File: config.mk
export PLATFORM = sky130hd
export DESIGN_NAME = dual_stepper_sequencer_unit
export DESIGN_NICKNAME = d
export VERILOG_FILES = /design/src/dss_pkg.sv /design/src/dual_stepper_sequencer_unit.sv /design/src/dss_front.sv /design/src/dss_rate.sv /design/src/dss_back.sv
export SDC_FILE = /design/constraint.sdc
export NUM_CORES = 1
export LEC_CHECK = 0
export ABC_AREA = 1
export ABC_CLOCK_PERIOD_IN_PS = 3600
export BUFFER_PORTS_ARGS = -buffer_cell sky130_fd_sc_hd__buf_2
export CORE_ASPECT_RATIO = 0.9
export CORE_UTILIZATION = 55
export CTS_CLUSTER_DIAMETER = 150
export DETAILED_ROUTE_END_ITERATION = 7
export GPL_TIMING_DRIVEN = 1
export HOLD_SLACK_MARGIN = 0.03
export PLACE_DENSITY = 0.76
export REMOVE_ABC_BUFFERS = 1
export SLEW_MARGIN = 15
export SYNTH_ARGS = -nofsm -noshare
export SYNTH_HDL_FRONTEND = slang
export SYNTH_HIERARCHICAL = 1
export SYNTH_SLANG_ARGS = --single-unit
File: constraint.sdc
create_clock -name clk -period 3.6 [get_ports clk]
set_input_delay 0.36 -clock clk [delete_from_list [all_inputs] [get_ports clk]]
set_output_delay 0.36 -clock clk [all_outputs]
set_load 0.02 [all_outputs]
File: src/dss_pkg.sv
// ----------------------------------------------------------------------------
// dss_pkg: shared types and constants of the dual stepper sequencer
// Item layouts, command and state codes, coil patterns and rate constants.
// ----------------------------------------------------------------------------
package dss_pkg;

    // Timer and rate constants
    localparam int unsigned PRESCALE       = 8;
    localparam int unsigned RATE_DEFAULT   = 100;
    localparam int unsigned RATE_MAX       = 20000;
    localparam int unsigned RATE_MED       = 77;
    localparam int unsigned RATE_LOW       = 10;
    localparam int unsigned ONE_KHZ        = 1000;
    localparam int unsigned ZERO_RATE_REPS = 2000;
    localparam int unsigned PERIOD_MAX     = 65535;

    localparam int unsigned LIMIT_W    = 11;
    localparam int unsigned PERIOD_W   = 16;
    localparam int unsigned RATE_W     = 15;
    localparam int unsigned COUNT_W    = 32;

    // Command queue between front and back
    localparam int unsigned QUEUE_DEPTH = 2;
    localparam int unsigned QPTR_W      = 1;
    localparam int unsigned QCNT_W      = 2;

    // Configuration register indexes
    localparam logic CFG_STEP_RATE  = 1'b0;
    localparam logic CFG_DRIVE_MODE = 1'b1;

    // Drive modes
    localparam logic [1:0] MODE_FULL = 2'd0;
    localparam logic [1:0] MODE_WAVE = 2'd1;
    localparam logic [1:0] MODE_HALF = 2'd2;

    localparam logic [3:0]         PINS_IDLE = 4'hA;
    localparam logic [COUNT_W-1:0] COUNT_MIN = 32'h8000_0000;

    typedef enum logic [2:0] {
        OP_TICK,
        OP_INIT,
        OP_SET_STEPS,
        OP_START,
        OP_SET_START,
        OP_STOP,
        OP_END,
        OP_QUERY
    } op_t;

    typedef enum logic [1:0] {
        RUN_OFF,
        RUN_INITED,
        RUN_STEPPING,
        RUN_HALTED
    } run_state_t;

    typedef enum logic [1:0] {
        DIV_IDLE,
        DIV_SHIFT,
        DIV_FINISH
    } div_state_t;

    typedef struct packed {
        op_t                 op;
        logic                channel;
        logic                move_direction;
        logic signed [31:0]  step_total;
    } in_item_t;

    typedef struct packed {
        logic                status;
        logic [3:0]          coils_first;
        logic                enable_first;
        logic [3:0]          coils_second;
        logic                enable_second;
        logic signed [31:0]  remaining;
        logic                is_stepping;
        logic                current_direction;
        logic [15:0]         timer_period;
        logic                timer_on;
    } out_item_t;

    // Configuration write as seen inside the block (handshake already complete)
    typedef struct packed {
        logic              valid;
        logic              index;
        logic [RATE_W-1:0] data;
    } cfg_wr_t;

    // Classified command handed from front to back
    typedef struct packed {
        op_t                op;
        logic               channel;
        logic               dir;
        logic [COUNT_W-1:0] steps;
        logic               steps_zero;
    } cmd_t;

    // New pacing values from the rate unit
    typedef struct packed {
        logic                valid;
        logic [LIMIT_W-1:0]  limit;
        logic [PERIOD_W-1:0] period;
    } rate_upd_t;

    // Per-channel motor state
    typedef struct packed {
        run_state_t         st;
        logic [2:0]         phase;
        logic               dir;
        logic [COUNT_W-1:0] count;
        logic [3:0]         pins;
        logic               en;
    } chan_t;

    function automatic logic [3:0] full_pattern(input logic [1:0] idx);
        logic [3:0] p;
        case (idx)
            2'd0:    p = 4'hA;
            2'd1:    p = 4'h9;
            2'd2:    p = 4'h5;
            default: p = 4'h6;
        endcase
        return p;
    endfunction

    function automatic logic [3:0] wave_pattern(input logic [1:0] idx);
        logic [3:0] p;
        case (idx)
            2'd0:    p = 4'h8;
            2'd1:    p = 4'h2;
            2'd2:    p = 4'h4;
            default: p = 4'h1;
        endcase
        return p;
    endfunction

    function automatic logic [3:0] half_pattern(input logic [2:0] idx);
        logic [3:0] p;
        case (idx)
            3'd0:    p = 4'h8;
            3'd1:    p = 4'hA;
            3'd2:    p = 4'h2;
            3'd3:    p = 4'h6;
            3'd4:    p = 4'h4;
            3'd5:    p = 4'h5;
            3'd6:    p = 4'h1;
            default: p = 4'h9;
        endcase
        return p;
    endfunction

endpackage

File: src/dual_stepper_sequencer_unit.sv
// ----------------------------------------------------------------------------
// dual_stepper_sequencer_unit: two-channel stepper motor sequencer
// Command-driven full, wave and half step coil sequencing with timer pacing.
// ----------------------------------------------------------------------------
// Takes one command item per clock while in_stall is low and returns exactly
// one result item per command, in order. Sustained rate is one item per cycle
// while neither in_stall nor out_stall stalls; an accepted item is held in
// the command queue, then in the execution stage that registers the result.
// A write to step_rate with a value from 1 to 20000 runs the serial divider;
// during that time cfg_ready and in_stall hold off further writes and items.
// A step_rate write above 20000 is ignored; other configuration writes take
// effect at once. Result fields coils_* and enable_* always show both
// channels; remaining, is_stepping and current_direction show the channel
// named by the command.
// ----------------------------------------------------------------------------
module dual_stepper_sequencer_unit
    import dss_pkg::*;
#(
    parameter int unsigned BUS_CLOCK_HZ = 40000000
)
(
    input  logic              clk,
    input  logic              rst_n,
    input  logic              in_valid,
    output logic              in_stall,
    input  in_item_t          in_data,
    output logic              out_valid,
    input  logic              out_stall,
    output out_item_t         out_data,
    input  logic              cfg_valid,
    output logic              cfg_ready,
    input  logic              cfg_index,
    input  logic [RATE_W-1:0] cfg_data
);

    logic      rate_busy;
    logic      q_valid;
    logic      q_pop;
    cmd_t      q_cmd;
    cfg_wr_t   cfg_wr;
    rate_upd_t rate_upd;

    // Hold configuration off while a period derivation is in flight
    assign cfg_ready    = !rate_busy;
    assign cfg_wr.valid = cfg_valid && cfg_ready;
    assign cfg_wr.index = cfg_index;
    assign cfg_wr.data  = cfg_data;

    // Front: accept and classify items, queue them for execution
    dss_front u_front
    (
        .clk      (clk),
        .rst_n    (rst_n),
        .in_valid (in_valid),
        .in_stall (in_stall),
        .in_data  (in_data),
        .hold     (rate_busy),
        .q_valid  (q_valid),
        .q_cmd    (q_cmd),
        .q_pop    (q_pop)
    );

    // Rate unit: derive timer period and repeat limit from step_rate
    dss_rate #(
        .BUS_CLOCK_HZ (BUS_CLOCK_HZ)
    ) u_rate
    (
        .clk   (clk),
        .rst_n (rst_n),
        .cfg   (cfg_wr),
        .busy  (rate_busy),
        .upd   (rate_upd)
    );

    // Back: execute commands on the channel state, drive the result register
    dss_back #(
        .BUS_CLOCK_HZ (BUS_CLOCK_HZ)
    ) u_back
    (
        .clk       (clk),
        .rst_n     (rst_n),
        .q_valid   (q_valid),
        .q_cmd     (q_cmd),
        .q_pop     (q_pop),
        .cfg       (cfg_wr),
        .rate_upd  (rate_upd),
        .out_valid (out_valid),
        .out_stall (out_stall),
        .out_data  (out_data)
    );

    // A busy divider must keep items out
    a_busy_stalls: assert property (@(posedge clk) disable iff (!rst_n)
        !cfg_ready |-> in_stall)
        else $error("item intake open while rate derivation busy");

    // An accepted item is in the queue on the next cycle
    a_item_queued: assert property (@(posedge clk) disable iff (!rst_n)
        (in_valid && !in_stall) |=> q_valid)
        else $error("accepted item missing from command queue");

    // A result that reports stepping has at least one channel drive enabled
    a_step_enabled: assert property (@(posedge clk) disable iff (!rst_n)
        (out_valid && out_data.is_stepping) |->
            (out_data.enable_first || out_data.enable_second))
        else $error("stepping channel reported with no drive enabled");

endmodule

File: src/dss_front.sv
// ----------------------------------------------------------------------------
// dss_front: command intake and queue
// Accepts items, classifies them into commands and holds them in a short queue.
// ----------------------------------------------------------------------------
module dss_front
    import dss_pkg::*;
(
    input  logic     clk,
    input  logic     rst_n,
    input  logic     in_valid,
    output logic     in_stall,
    input  in_item_t in_data,
    input  logic     hold,
    output logic     q_valid,
    output cmd_t     q_cmd,
    input  logic     q_pop
);

    cmd_t              entry_reg [QUEUE_DEPTH];
    logic [QPTR_W-1:0] wr_ptr_reg;
    logic [QPTR_W-1:0] wr_ptr_next;
    logic [QPTR_W-1:0] rd_ptr_reg;
    logic [QPTR_W-1:0] rd_ptr_next;
    logic [QCNT_W-1:0] count_reg;
    logic [QCNT_W-1:0] count_next;
    logic              push;
    cmd_t              cmd_in;

    assign in_stall = hold || (count_reg == QCNT_W'(QUEUE_DEPTH));
    assign push     = in_valid && !in_stall;
    assign q_valid  = (count_reg != '0);
    assign q_cmd    = entry_reg[rd_ptr_reg];

    // Classify the incoming item
    always_comb
    begin
        cmd_in.op         = in_data.op;
        cmd_in.channel    = in_data.channel;
        cmd_in.dir        = in_data.move_direction;
        cmd_in.steps      = unsigned'(in_data.step_total);
        cmd_in.steps_zero = (in_data.step_total == '0);
    end

    always_comb
    begin
        wr_ptr_next = wr_ptr_reg;
        rd_ptr_next = rd_ptr_reg;
        count_next  = count_reg;
        if (push)
        begin
            wr_ptr_next = (wr_ptr_reg == QPTR_W'(QUEUE_DEPTH - 1)) ? '0 : wr_ptr_reg + 1'b1;
        end
        if (q_pop)
        begin
            rd_ptr_next = (rd_ptr_reg == QPTR_W'(QUEUE_DEPTH - 1)) ? '0 : rd_ptr_reg + 1'b1;
        end
        case ({push, q_pop})
            2'b10:   count_next = count_reg + 1'b1;
            2'b01:   count_next = count_reg - 1'b1;
            default: count_next = count_reg;
        endcase
    end

    always_ff @(posedge clk or negedge rst_n)
    begin
        if (!rst_n)
        begin
            wr_ptr_reg <= '0;
            rd_ptr_reg <= '0;
            count_reg  <= '0;
        end
        else
        begin
            wr_ptr_reg <= wr_ptr_next;
            rd_ptr_reg <= rd_ptr_next;
            count_reg  <= count_next;
        end
    end

    always_ff @(posedge clk)
    begin
        if (push)
        begin
            entry_reg[wr_ptr_reg] <= cmd_in;
        end
    end

endmodule

File: src/dss_rate.sv
// ----------------------------------------------------------------------------
// dss_rate: step rate to timer period and repeat limit
// Serial restoring divider, one quotient bit per cycle.
// ----------------------------------------------------------------------------
module dss_rate
    import dss_pkg::*;
#(
    parameter int unsigned BUS_CLOCK_HZ = 40000000
)
(
    input  logic      clk,
    input  logic      rst_n,
    input  cfg_wr_t   cfg,
    output logic      busy,
    output rate_upd_t upd
);

    localparam int unsigned BaseVal = BUS_CLOCK_HZ / PRESCALE - 1;
    localparam int unsigned KhzQ    = BaseVal / ONE_KHZ;
    localparam logic [PERIOD_W-1:0] KhzPeriod =
        (KhzQ > PERIOD_MAX) ? PERIOD_W'(PERIOD_MAX) : PERIOD_W'(KhzQ);
    localparam int unsigned DivW    = $clog2(BaseVal + 1);
    localparam int unsigned CntW    = $clog2(DivW + 1);

    div_state_t        state_reg;
    div_state_t        state_next;
    logic [CntW-1:0]   cnt_reg;
    logic [CntW-1:0]   cnt_next;
    logic [DivW-1:0]   qd_reg;
    logic [DivW-1:0]   qd_next;
    logic [RATE_W-1:0] rem_reg;
    logic [RATE_W-1:0] rem_next;
    logic [RATE_W-1:0] div_reg;
    logic [RATE_W-1:0] div_next;
    logic              big_reg;
    logic              big_next;
    logic              low_reg;
    logic              low_next;
    logic [RATE_W:0]   trial;
    logic [RATE_W:0]   diff;
    logic              fits;
    logic              rate_wr;

    assign busy    = (state_reg != DIV_IDLE);
    assign rate_wr = cfg.valid && (cfg.index == CFG_STEP_RATE);
    assign trial   = {rem_reg, qd_reg[DivW-1]};
    assign fits    = (trial >= {1'b0, div_reg});
    assign diff    = trial - {1'b0, div_reg};

    always_comb
    begin
        state_next = state_reg;
        cnt_next   = cnt_reg;
        qd_next    = qd_reg;
        rem_next   = rem_reg;
        div_next   = div_reg;
        big_next   = big_reg;
        low_next   = low_reg;
        upd        = '0;
        unique case (state_reg)
            DIV_IDLE:
            begin
                if (rate_wr && (cfg.data == '0))
                begin
                    // Half a step per second: count off many 1 kHz ticks
                    upd.valid  = 1'b1;
                    upd.limit  = LIMIT_W'(ZERO_RATE_REPS);
                    upd.period = KhzPeriod;
                end
                else if (rate_wr && (cfg.data <= RATE_W'(RATE_MAX)))
                begin
                    div_next   = cfg.data;
                    big_next   = (cfg.data > RATE_W'(RATE_MED));
                    low_next   = (cfg.data <= RATE_W'(RATE_LOW));
                    qd_next    = (cfg.data > RATE_W'(RATE_MED)) ? DivW'(BaseVal)
                                                                : DivW'(ONE_KHZ - 1);
                    rem_next   = '0;
                    cnt_next   = '0;
                    state_next = DIV_SHIFT;
                end
            end
            DIV_SHIFT:
            begin
                rem_next = fits ? diff[RATE_W-1:0] : trial[RATE_W-1:0];
                qd_next  = {qd_reg[DivW-2:0], fits};
                cnt_next = cnt_reg + 1'b1;
                if (cnt_reg == CntW'(DivW - 1))
                begin
                    state_next = DIV_FINISH;
                end
            end
            DIV_FINISH:
            begin
                upd.valid = 1'b1;
                if (big_reg)
                begin
                    upd.limit  = '0;
                    upd.period = (qd_reg > DivW'(PERIOD_MAX)) ? PERIOD_W'(PERIOD_MAX)
                                                              : qd_reg[PERIOD_W-1:0];
                end
                else
                begin
                    upd.limit  = low_reg ? qd_reg[LIMIT_W-1:0] + 1'b1 : qd_reg[LIMIT_W-1:0];
                    upd.period = KhzPeriod;
                end
                state_next = DIV_IDLE;
            end
            default:
            begin
                state_next = DIV_IDLE;
            end
        endcase
    end

    always_ff @(posedge clk or negedge rst_n)
    begin
        if (!rst_n)
        begin
            state_reg <= DIV_IDLE;
            cnt_reg   <= '0;
        end
        else
        begin
            state_reg <= state_next;
            cnt_reg   <= cnt_next;
        end
    end

    always_ff @(posedge clk)
    begin
        qd_reg  <= qd_next;
        rem_reg <= rem_next;
        div_reg <= div_next;
        big_reg <= big_next;
        low_reg <= low_next;
    end

endmodule

File: src/dss_back.sv
// ----------------------------------------------------------------------------
// dss_back: command execution
// Applies queued commands to both channels and registers the result item.
// ----------------------------------------------------------------------------
module dss_back
    import dss_pkg::*;
#(
    parameter int unsigned BUS_CLOCK_HZ = 40000000
)
(
    input  logic      clk,
    input  logic      rst_n,
    input  logic      q_valid,
    input  cmd_t      q_cmd,
    output logic      q_pop,
    input  cfg_wr_t   cfg,
    input  rate_upd_t rate_upd,
    output logic      out_valid,
    input  logic      out_stall,
    output out_item_t out_data
);

    localparam int unsigned BaseVal = BUS_CLOCK_HZ / PRESCALE - 1;
    localparam int unsigned InitQ   = BaseVal / RATE_DEFAULT;
    localparam logic [PERIOD_W-1:0] InitPeriod =
        (InitQ > PERIOD_MAX) ? PERIOD_W'(PERIOD_MAX) : PERIOD_W'(InitQ);
    // Default rate lies above the medium band, so no repeat ticks
    localparam logic [LIMIT_W-1:0]  InitLimit  = '0;

    chan_t               chan_reg  [2];
    chan_t               chan_next [2];
    logic [LIMIT_W-1:0]  rc_reg;
    logic [LIMIT_W-1:0]  rc_next;
    logic [LIMIT_W-1:0]  rc_inc;
    logic [LIMIT_W-1:0]  limit_reg;
    logic [LIMIT_W-1:0]  limit_next;
    logic [PERIOD_W-1:0] period_reg;
    logic [PERIOD_W-1:0] period_next;
    logic                timer_reg;
    logic                timer_next;
    logic [1:0]          mode_reg;
    logic [1:0]          mode_next;
    logic                out_valid_reg;
    logic                out_valid_next;
    out_item_t           out_data_reg;
    out_item_t           out_data_next;
    chan_t               sel;
    chan_t               sel_new;
    chan_t               addr;
    logic                status;

    function automatic chan_t step_chan(input chan_t c, input logic [1:0] mode);
        chan_t              r;
        logic [COUNT_W-1:0] dec;
        r   = c;
        dec = (c.count == COUNT_MIN) ? c.count : c.count - 1'b1;
        case (c.st)
            RUN_OFF:
            begin
                r.en = 1'b0;
            end
            RUN_STEPPING:
            begin
                r.count = dec;
                if ((dec == '0) || dec[COUNT_W-1])
                begin
                    r.st = RUN_HALTED;
                end
                r.en = 1'b1;
                if (mode == MODE_HALF)
                begin
                    r.pins  = half_pattern(c.phase);
                    r.phase = c.dir ? c.phase - 1'b1 : c.phase + 1'b1;
                end
                else
                begin
                    r.pins  = (mode == MODE_WAVE) ? wave_pattern(c.phase[1:0])
                                                  : full_pattern(c.phase[1:0]);
                    r.phase = {1'b0, (c.dir ? c.phase[1:0] - 1'b1 : c.phase[1:0] + 1'b1)};
                end
            end
            default:
            begin
                if (c.count[COUNT_W-1])
                begin
                    r.count = '0;
                end
            end
        endcase
        return r;
    endfunction

    assign q_pop     = q_valid && (!out_valid_reg || !out_stall);
    assign out_valid = out_valid_reg;
    assign out_data  = out_data_reg;
    assign sel       = q_cmd.channel ? chan_reg[1] : chan_reg[0];
    assign rc_inc    = rc_reg + 1'b1;

    always_comb
    begin
        chan_next[0] = chan_reg[0];
        chan_next[1] = chan_reg[1];
        rc_next      = rc_reg;
        limit_next   = limit_reg;
        period_next  = period_reg;
        timer_next   = timer_reg;
        mode_next    = mode_reg;
        status       = 1'b0;
        sel_new      = sel;

        if (q_pop)
        begin
            unique case (q_cmd.op)
                OP_TICK:
                begin
                    if (timer_reg)
                    begin
                        if (rc_inc > limit_reg)
                        begin
                            rc_next      = '0;
                            chan_next[0] = step_chan(chan_reg[0], mode_reg);
                            chan_next[1] = step_chan(chan_reg[1], mode_reg);
                            if ((chan_reg[0].st == RUN_OFF) || (chan_reg[1].st == RUN_OFF))
                            begin
                                timer_next = 1'b0;
                            end
                        end
                        else
                        begin
                            rc_next = rc_inc;
                        end
                    end
                end
                OP_INIT:
                begin
                    if (chan_reg[0].st != RUN_OFF)
                    begin
                        status = 1'b1;
                    end
                    else
                    begin
                        chan_next[0].count = '0;
                        chan_next[0].pins  = PINS_IDLE;
                        chan_next[0].st    = RUN_INITED;
                        limit_next         = InitLimit;
                        period_next        = InitPeriod;
                        if (chan_reg[1].st != RUN_OFF)
                        begin
                            status = 1'b1;
                        end
                        else
                        begin
                            chan_next[1].count = '0;
                            chan_next[1].pins  = PINS_IDLE;
                            chan_next[1].st    = RUN_INITED;
                            timer_next         = 1'b1;
                        end
                    end
                end
                OP_SET_STEPS:
                begin
                    if (sel.st == RUN_OFF)
                    begin
                        status = 1'b1;
                    end
                    else
                    begin
                        sel_new.dir   = q_cmd.dir;
                        sel_new.count = q_cmd.steps;
                    end
                end
                OP_START:
                begin
                    if ((sel.count == '0) || (sel.st == RUN_STEPPING))
                    begin
                        status = 1'b1;
                    end
                    else
                    begin
                        sel_new.st = RUN_STEPPING;
                        sel_new.en = 1'b1;
                    end
                end
                OP_SET_START:
                begin
                    if ((sel.st == RUN_OFF) || q_cmd.steps_zero)
                    begin
                        status = 1'b1;
                    end
                    else
                    begin
                        sel_new.dir   = q_cmd.dir;
                        sel_new.count = q_cmd.steps;
                        // Steps stay set even when the start is refused
                        if (sel.st == RUN_STEPPING)
                        begin
                            status = 1'b1;
                        end
                        else
                        begin
                            sel_new.st = RUN_STEPPING;
                            sel_new.en = 1'b1;
                        end
                    end
                end
                OP_STOP:
                begin
                    if ((sel.st == RUN_OFF) || (sel.st == RUN_HALTED))
                    begin
                        status = 1'b1;
                    end
                    else
                    begin
                        sel_new.st = RUN_HALTED;
                    end
                end
                OP_END:
                begin
                    if ((chan_reg[0].st == RUN_OFF) || (chan_reg[1].st == RUN_OFF))
                    begin
                        status = 1'b1;
                    end
                    else
                    begin
                        timer_next = 1'b0;
                        limit_next = '0;
                        for (int i = 0; i < 2; i++)
                        begin
                            chan_next[i].st    = RUN_OFF;
                            chan_next[i].en    = 1'b0;
                            chan_next[i].count = '0;
                            chan_next[i].phase = '0;
                        end
                    end
                end
                OP_QUERY:
                begin
                    status = 1'b0;
                end
                default:
                begin
                    status = 1'b0;
                end
            endcase

            // Write back the addressed channel for per-channel commands
            if ((q_cmd.op == OP_SET_STEPS) || (q_cmd.op == OP_START) ||
                (q_cmd.op == OP_SET_START) || (q_cmd.op == OP_STOP))
            begin
                if (q_cmd.channel)
                begin
                    chan_next[1] = sel_new;
                end
                else
                begin
                    chan_next[0] = sel_new;
                end
            end
        end

        if (cfg.valid && (cfg.index == CFG_DRIVE_MODE))
        begin
            mode_next = cfg.data[1:0];
        end
        if (rate_upd.valid)
        begin
            limit_next  = rate_upd.limit;
            period_next = rate_upd.period;
        end
    end

    // Result item from the state after the command
    always_comb
    begin
        addr                            = q_cmd.channel ? chan_next[1] : chan_next[0];
        out_data_next.status            = status;
        out_data_next.coils_first       = chan_next[0].pins;
        out_data_next.enable_first      = chan_next[0].en;
        out_data_next.coils_second      = chan_next[1].pins;
        out_data_next.enable_second     = chan_next[1].en;
        out_data_next.remaining         = signed'(addr.count);
        out_data_next.is_stepping       = (addr.st == RUN_STEPPING);
        out_data_next.current_direction = addr.dir;
        out_data_next.timer_period      = period_next;
        out_data_next.timer_on          = timer_next;

        if (q_pop)
        begin
            out_valid_next = 1'b1;
        end
        else if (!out_stall)
        begin
            out_valid_next = 1'b0;
        end
        else
        begin
            out_valid_next = out_valid_reg;
        end
    end

    always_ff @(posedge clk or negedge rst_n)
    begin
        if (!rst_n)
        begin
            for (int i = 0; i < 2; i++)
            begin
                chan_reg[i].st    <= RUN_OFF;
                chan_reg[i].phase <= '0;
                chan_reg[i].dir   <= 1'b0;
                chan_reg[i].count <= '0;
                chan_reg[i].pins  <= PINS_IDLE;
                chan_reg[i].en    <= 1'b0;
            end
            rc_reg        <= '0;
            limit_reg     <= InitLimit;
            period_reg    <= InitPeriod;
            timer_reg     <= 1'b0;
            mode_reg      <= MODE_FULL;
            out_valid_reg <= 1'b0;
        end
        else
        begin
            chan_reg[0]   <= chan_next[0];
            chan_reg[1]   <= chan_next[1];
            rc_reg        <= rc_next;
            limit_reg     <= limit_next;
            period_reg    <= period_next;
            timer_reg     <= timer_next;
            mode_reg      <= mode_next;
            out_valid_reg <= out_valid_next;
        end
    end

    always_ff @(posedge clk)
    begin
        if (q_pop)
        begin
            out_data_reg <= out_data_next;
        end
    end

endmodule
==> summary.txt, run 1 <==
Worst setup path
  • Setup crit start kind: register
  • Reg-to-Reg Start: u_back/rc_reg[0]$_DFFE_PN0P_
  • R2r endpoint: u_back/out_data[27]$_DFFE_PP_
  • Worst Setup EP: u_back/out_data[27]$_DFFE_PP_
  • R2r setup slk: -0.29 ns
  • Reg2reg path depth: 24
  • CP max FO: 7
  • Kind of critical path: reg -> reg
  • Crit. End Element: register
  • CP Launch Point: u_back/rc_reg[0]$_DFFE_PN0P_
  • Critical path arrival: approximately 4.3 ns
  • WP data required: between 4 and 5 ns

Timing
  • Final hold violation count: 0
  • Worst slew margin: 0.257
  • Hold slack: 0.0374 ns
  • Setup TNS: -11.91 ns
  • Minimum clock period: 3.89 ns
  • Final max-slew violation count: 0
  • Worst Max-Slew Pin Slew: 1.11 ns
  • Unrepaired setup endpoints after global routing: true
  • Max Freq: 257 MHz
  • Clock skew: 0.0242 ns
  • Endpoints failing setup: 94
  • Setup WS post-layout: -0.288 ns
  • Crit share post-route: 1.08

GRT
  • Vias in the first global route: 20,300
  • GRT Util Overall: 0.369
  • Largest net degree at the start of global routing: about 80
  • Grt total ovfl: 0
  • First-pass GRT wire length: 115,000 um
  • Initial antenna violation count: 1

Clocking
  • CTS Sinks: 332
  • Later-pin clock latency in the skew report: 0.55 ns
  • Clock Pin Slew Worst Setup and Hold Paths: roughly 0.06 ns
  • Total CTS buffers: 37
  • Max H-tree Level: 2
  • CTS tree: built
  • Root buffer cell: clkbuf_16
  • Clk buf depth: 3

Detailed routing
  • Total wire length: 76,900 um
  • # DRC: 0
  • DRT Pass-1 Iters: 6
  • 1st-iter DRT viols: slightly above 3,000
  • Via count: ~22,000
  • Post-route ant nets: 0
  • Vias per std cell: between 6 and 7
  • WL/cell: approximately 21 um

Floorplan
  • IO Count: ~120
  • Horiz. Die Dim: 212 um
  • Die ar.: around 0.04 mm^2
  • Initial core utilization: 0.564
  • Die H: 191 um
  • Rows: 68
  • Total core area: between 0.03 and 0.04 mm^2

Synth
  • Yosys warnings: 6
  • Most used DFF post-synth: edfxtp_1
  • Synth cell types: 60
  • #FFs+latches synth: 332
  • Syn Area/Cell: around 7.5 um^2
  • Post-synth EDFFs: around 190
  • Async S/R FF share, synth: 0.419
  • Cell Area, Synth: roughly 0.022 mm^2
  • Gate Count Post-Synth: a little under 3,000
  • Seq/Total Area, Yosys: 0.424

Final layout
  • Final Non-Filler Cells: between 3,000 and 4,000
  • Max FFs per register: 80
  • Commonest non-fill, non-tap cell in the layout: nand2_1
  • Synthesis-to-finish area growth: 17.7%
  • Share of layout cells above drive strength 1: 0.176
  • Most frequent cells in the layout: nand2_1, nor2_1, inv_1
  • Nets: ~3,200

Hold path
  • Hold Path Class: in -> reg
  • Hold depth: 1

Place
  • Gp weighted congestion: between 1 and 1.5
  • Number of port buffers: around 120
  • Placed Instances: ~3,500
  • Final HPWL DP: about 55,000 um

Pwr
  • Worst vdd ir: around 0.65 mV
  • Pwr dens: ~1100 mW/mm^2
  • Total power: 0.0278 W
  • Lkg Pwr: 11.6 nW

Status
  • Status: complete, but fails checks
  • Violated checks: setup timing

Run
  • Max Cap Viol: 0
[worst max-delay path, stage by stage (launching register included)]
cell,delay [ns]
dfrtp_1,0.38
buf_6,0.12
nand3_4,0.07
nor2_2,0.13
nand4_1,0.19
nor3_2,0.26
xor2_1,0.25
inv_1,0.11
ha_4,0.28
nand2_2,0.06
nor2_2,0.09
nand2_1,0.07
nor3_2,0.18
o21ai_1,0.11
o2111ai_2,0.08
nand2_2,0.12
nor2_4,0.20
buf_12,0.20
buf_16,0.16
o21ai_0,0.08
a21oi_1,0.20
o22ai_2,0.10
nand2_1,0.11
nand2_1,0.09
nand2_1,0.10
[area by class of cell]
| cell class | count | area, um^2 |
|---|---|---|
| repair buffers | 263 | 1980 |
| repair inverters | 1 | 11.3 |
| clock inverters | 19 | 302 |
| fillers | 3272 | 13000 |
| flip-flops and latches | 332 | 9290 |
| multi-input cells | 2132 | 11200 |
| well taps | 525 | 657 |
| diodes | 1 | 2.50 |
| clock buffers | 49 | 1030 |
| inverters | 329 | 1260 |
[through the flow]
| step | utilization | setup slack (ns) | instance area, um^2 |
|---|---|---|---|
| finish | 0.664 | -0.288 | 25800 |
| global route | 0.664 | -0.534 | 25800 |
| CTS | 0.646 | -0.0905 | 25100 |
| detailed placement | 0.602 | -0.155 | 23400 |
| global placement | 0.602 | -0.0127 | 23400 |
| floorplan | - | -2.10 | 21300 |
[power by group]
part | switching [W] | leakage (nW) | internal (W) | total, W
clock | 0.00164 | 0.644 | 0.00254 | 0.00418
combinational | 0.0108 | 7.41 | 0.00541 | 0.0162
sequential | 0.00135 | 3.55 | 0.00599 | 0.00734
total | 0.0138 | 11.6 | 0.0139 | 0.0278
[worst min-delay path by stage]
| stage | startpoint | end |
|---|---|---|
| 4_1_cts | in_data[27] | u_front/entry_reg[0][28]$_DFFE_PP_ |
| 3_5_place_dp | rst_n | u_back/period_reg[12]$_DFF_PN0_ |
| 6_report | in_data[27] | u_front/entry_reg[0][28]$_DFFE_PP_ |
| 2_1_floorplan | rst_n | async pin |
| 3_3_place_gp | rst_n | u_back/period_reg[10]$_DFF_PN0_ |
| 5_1_grt | in_data[24] | u_front/entry_reg[1][25]$_DFFE_PP_ |
[cell families after synthesis]
group                    Yosys count  synth area share
AND/OR/NAND/NOR                 1355             0.261
adder cells (fa/ha/maj)           52            0.0301
multiplexers                      39            0.0218
flip-flops                       332             0.424
buffers and inverters            444            0.0822
XOR/XNOR                          44            0.0176
AO/OA/AOI/OAI                    642             0.163
[cell usage after synthesis (4+ instances only)]
cell type / number / area (um^2)
nand2_1: 750 / 2820
o221ai_1: 5 / 43.8
nand4_1: 30 / 188
nand2_2: 11 / 68.8
nand3_2: 4 / 40.0
a211oi_1: 24 / 180
nor2_4: 9 / 101
xnor2_1: 4 / 35.0
o21ai_1: 119 / 596
or2_2: 5 / 31.3
a22oi_1: 5 / 37.5
buf_2: 34 / 170
nor4_1: 4 / 25.0
nor2_1: 341 / 1280
o31ai_1: 13 / 97.6
ha_1: 51 / 638
edfxtp_1: 193 / 5800
xor2_1: 40 / 350
buf_1: 10 / 37.5
dfrtp_1: 126 / 3150
clkbuf_1: 59 / 221
clkinv_1: 4 / 15.0
nand3_1: 129 / 646
a21oi_1: 139 / 696
inv_2: 32 / 120
nor3_2: 4 / 40.0
mux2_2: 29 / 327
o211ai_1: 32 / 240
o21ai_2: 8 / 70.1
buf_6: 6 / 67.6
a31oi_1: 17 / 106
nand3b_1: 8 / 60.1
o22ai_1: 21 / 131
nor2_2: 23 / 144
nor3_1: 26 / 130
buf_4: 4 / 30.0
mux2_4: 10 / 150
dfstp_2: 13 / 342
o21ai_0: 243 / 1220
inv_1: 292 / 1100
[per-layer routing]
layer	part of all wire	routed length, um	GRT usage
met2	0.44	34100	0.574
met5	0	0	0
met3	0.098	7530	0.0605
met4	0.048	3730	0.156
met1	0.41	31500	0.509
[timing repair]
item	4_1_cts	5_1_grt
gates resized for setup	27	117
hold endpoints to repair	114	0
cloned	0	7
setup buffers	8	21
setup endpoints to repair	53	128
pin swaps	5	32
hold buffers	22	0
(Power assumes the default switching activity.)
==> inputs of run 2 (changes only) <==
--- a/config.mk
+++ b/config.mk
@@ -15,5 +15,5 @@
 export GPL_TIMING_DRIVEN = 1
 export HOLD_SLACK_MARGIN = 0.03
-export PLACE_DENSITY = 0.76
+export PLACE_DENSITY = 0.72
 export REMOVE_ABC_BUFFERS = 1
 export SLEW_MARGIN = 15
==> constraint.sdc (replaced) <==
create_clock -name clk -period 3.6 [get_ports clk]
set_input_delay 0.72 -clock clk [delete_from_list [all_inputs] [get_ports clk]]
set_output_delay 0.72 -clock clk [all_outputs]
set_load 0.02 [all_outputs]
==> run 2 against run 1 <==
  * The run still ends with setup timing left
  * Hold slack gained 0.020 ns
  * Total power grew 2.6%
  * Sequential share of layout area is essentially flat
  * Setup slack lost 0.16 ns
  * Sequential power is essentially flat
  * Largest cell class unchanged
  * Largest power group unchanged
==> summary.txt, run 2 (synthesis results as in run 1) <==
Status
  • Violated checks: setup timing (unchanged)
  • Status: complete, but fails checks (unchanged)

Final layout
  • Fill cell count: 3,219 (was 3,272)
  • Max FFs per register: 80 (unchanged)
  • Commonest non-fill, non-tap cell in the layout: nand2_1 (unchanged)
  • Nets: 3,202 (was 3,206)
  • Share of layout cells above drive strength 1: 0.184 (was 0.176)
  • Most frequent cells in the layout: nand2_1, nor2_1, inv_1 (unchanged)
  • Final Non-Filler Cells: 3,648 (was 3,651)
  • Synthesis-to-finish area growth: 17.8% (was 17.7%)
  • Final Core Density: 0.665 (was 0.664)

Pwr
  • Sw Pwr: 0.0142 W (was 0.0138 W)
  • Clock power share: 0.159 (was 0.151)
  • Pwr dens: 1100 mW/mm^2 (was 1080 mW/mm^2)
  • Worst vdd ir: 0.874 mV (was 0.654 mV)
  • Lkg Pwr: 11.6 nW (about the same)
  • Internal power: 0.0143 W (was 0.0139 W)
  • Combinational share of power: 0.583 (was 0.585)
  • Total power: 0.0285 W (was 0.0278 W)
  • Sw frac: 0.499 (was 0.498)
  • Sequential share of power: 0.259 (was 0.264)

Timing
  • Setup TNS: -28.18 ns (was -11.91 ns)
  • Clock skew: 0.0207 ns (was 0.0242 ns)
  • Final max-slew violation count: 0 (unchanged)
  • Crit share post-route: 1.13 (was 1.08)
  • Max Freq: 247 MHz (was 257 MHz)
  • Worst Max-Slew Pin Slew: 1.08 ns (was 1.11 ns)
  • Worst slew margin: 0.278 (was 0.257)
  • Final hold violation count: 0 (unchanged)
  • Endpoints failing setup: 123 (was 94)
  • Setup WS post-layout: -0.453 ns (was -0.288 ns)
  • Minimum clock period: 4.05 ns (was 3.89 ns)
  • Unrepaired setup endpoints after global routing: true (unchanged)

Worst setup path
  • Kind of critical path: reg -> reg (unchanged)
  • WP data required: 4.04 ns (was 4.01 ns)
  • Setup crit start kind: register (unchanged)
  • Reg-to-Reg Start: u_back/rc_reg[0]$_DFFE_PN0P_ (unchanged)
  • CP max FO: 8 (was 7)
  • CP Launch Point: u_back/rc_reg[0]$_DFFE_PN0P_ (unchanged)
  • Reg2reg path depth: 25 (was 24)
  • Critical path arrival: 4.50 ns (was 4.30 ns)
  • Crit. End Element: register (unchanged)

Detailed routing
  • 1st-iter DRT viols: 3,059 (was 3,027)
  • Via count: 22,200 (was 21,900)
  • Total wire length: 80,400 um (was 76,900 um)
  • WL/cell: 22.0 um (was 21.1 um)
  • DRT Pass-1 Iters: 6 (unchanged)
  • # DRC: 0 (unchanged)
  • Vias per std cell: 6.10 (was 6.00)
  • Post-route ant nets: 0 (unchanged)

GRT
  • GRT Util Overall: 0.390 (was 0.369)
  • First-pass GRT wire length: 119,000 um (was 115,000 um)
  • Initial antenna violation count: 3 (was 1)
  • Largest net degree at the start of global routing: 78 (unchanged)
  • Vias in the first global route: 20,900 (was 20,300)
  • Grt total ovfl: 0 (unchanged)

Floorplan
  • Die ar.: 0.0406 mm^2 (unchanged)
  • Rows: 68 (unchanged)
  • Horiz. Die Dim: 212 um (unchanged)
  • Total core area: 0.0388 mm^2 (unchanged)
  • Die H: 191 um (unchanged)
  • IO Count: 123 (unchanged)
  • Initial core utilization: 0.564 (unchanged)

Place
  • Final HPWL DP: 56,100 um (was 54,800 um)
  • Number of port buffers: 122 (unchanged)
  • Dpl ws: -0.223 ns (was -0.155 ns)
  • Placed Instances: 3,532 (was 3,526)
  • Gp weighted congestion: 0.983 (was 1.01)

Clocking
  • CTS Sinks: 332 (unchanged)
  • Clock Pin Slew Worst Setup and Hold Paths: 0.07 ns (was 0.06 ns)
  • CTS tree: built (unchanged)
  • Root buffer cell: clkbuf_16 (unchanged)
  • Hold Buf Count CTS: 0 (was 22)
  • Later-pin clock latency in the skew report: 0.57 ns (was 0.55 ns)
  • Total CTS buffers: 38 (was 37)
  • Max H-tree Level: 2 (unchanged)
  • Clk buf depth: 3 (unchanged)

Run
  • Max Cap Viol: 0 (unchanged)

Hold path
  • Hold Path Class: in -> async (was in -> reg)
[run 2: final cells by class]
class | instances | area, um^2 | share of cell area
Antenna cell | 1 | 2.50 | 0.0000970
Clock buffer | 44 | 1000 | 0.0390
Clock inverter | 26 | 427 | 0.0165
Inverter | 329 | 1260 | 0.0489
Multi-Input combinational cell | 2133 | 11300 | 0.437
Sequential cell | 332 | 9290 | 0.360
Tap cell | 525 | 657 | 0.0255
Timing Repair Buffer | 257 | 1860 | 0.0722
Timing Repair inverter | 1 | 16.3 | 0.000631
[run 2: power by group through the flow]
| stage | sequential, W | clock [W] | combinational (W) |
|---|---|---|---|
| detailed placement | 0.00733 | 0 | 0.0145 |
| global route | 0.00750 | 0.00468 | 0.0178 |
| CTS | 0.00730 | 0.00454 | 0.0154 |
| finish | 0.00737 | 0.00451 | 0.0166 |
| global placement | 0.00732 | 0 | 0.0142 |
| floorplan | 0.00743 | 0 | 0.00891 |
[run 2: routing by layer]
metal,vias up,global-route usage,wire length [um]
met5,-,0,33
met3,238,0.0692,7770
met4,4,0.183,3630
met1,10500,0.529,32600
met2,1369,0.606,36400
li1,10100,-,-
[run 2: critical path, cell delays in order (launching register included)]
cell and delay, ns:
dfrtp_1 0.37, ha_2 0.20, nand4_1 0.15, nor2_2 0.15, nand3_2 0.13, nor3_4 0.23, xor2_1 0.24, inv_1 0.12
ha_4 0.30, nand2_4 0.06, nor2_4 0.12, nand2_2 0.08, nor3_4 0.19, o21ai_2 0.09, o2111ai_2 0.10, nand2_2 0.11
nor2_4 0.22, buf_12 0.22, buf_4 0.14, buf_4 0.12, o21ai_0 0.07, a21oi_1 0.20, o22ai_1 0.11, nand2_1 0.10
nand2_1 0.05, nand2_1 0.07
[run 2: what timing repair did]
item                                    in CTS  in global routing
setup buffers                               20                 20
pin swaps                                   13                 35
gates resized for setup                     49                115
endpoints found under the setup margin      59                133
gates cloned                                 5                  2
[run 2: worst paths after layout]
check	end	slack, ns
worst min-delay path	u_back/period_reg[12]$_DFF_PN0_	0.06
worst max register to register	u_back/out_data[47]$_DFFE_PP_	-0.45
min in group clk	u_front/entry_reg[0][35]$_DFFE_PP_	0.35
worst min register to register	u_back/chan_reg[1]$_DFF_PN0_	0.51
max in group asynchronous	u_front/rd_ptr_reg$_DFFE_PN0P_	2.56
worst max-delay path	u_back/out_data[47]$_DFFE_PP_	-0.45
[run 2: through the flow]
| step | hold slack (ns) | instance area, um^2 |
|---|---|---|
| floorplan | 0.424 | 21300 |
| global placement | 0.469 | 23500 |
| detailed placement | 0.471 | 23500 |
| CTS | 0.0658 | 25300 |
| global route | 0.0796 | 25800 |
| finish | 0.0575 | 25800 |
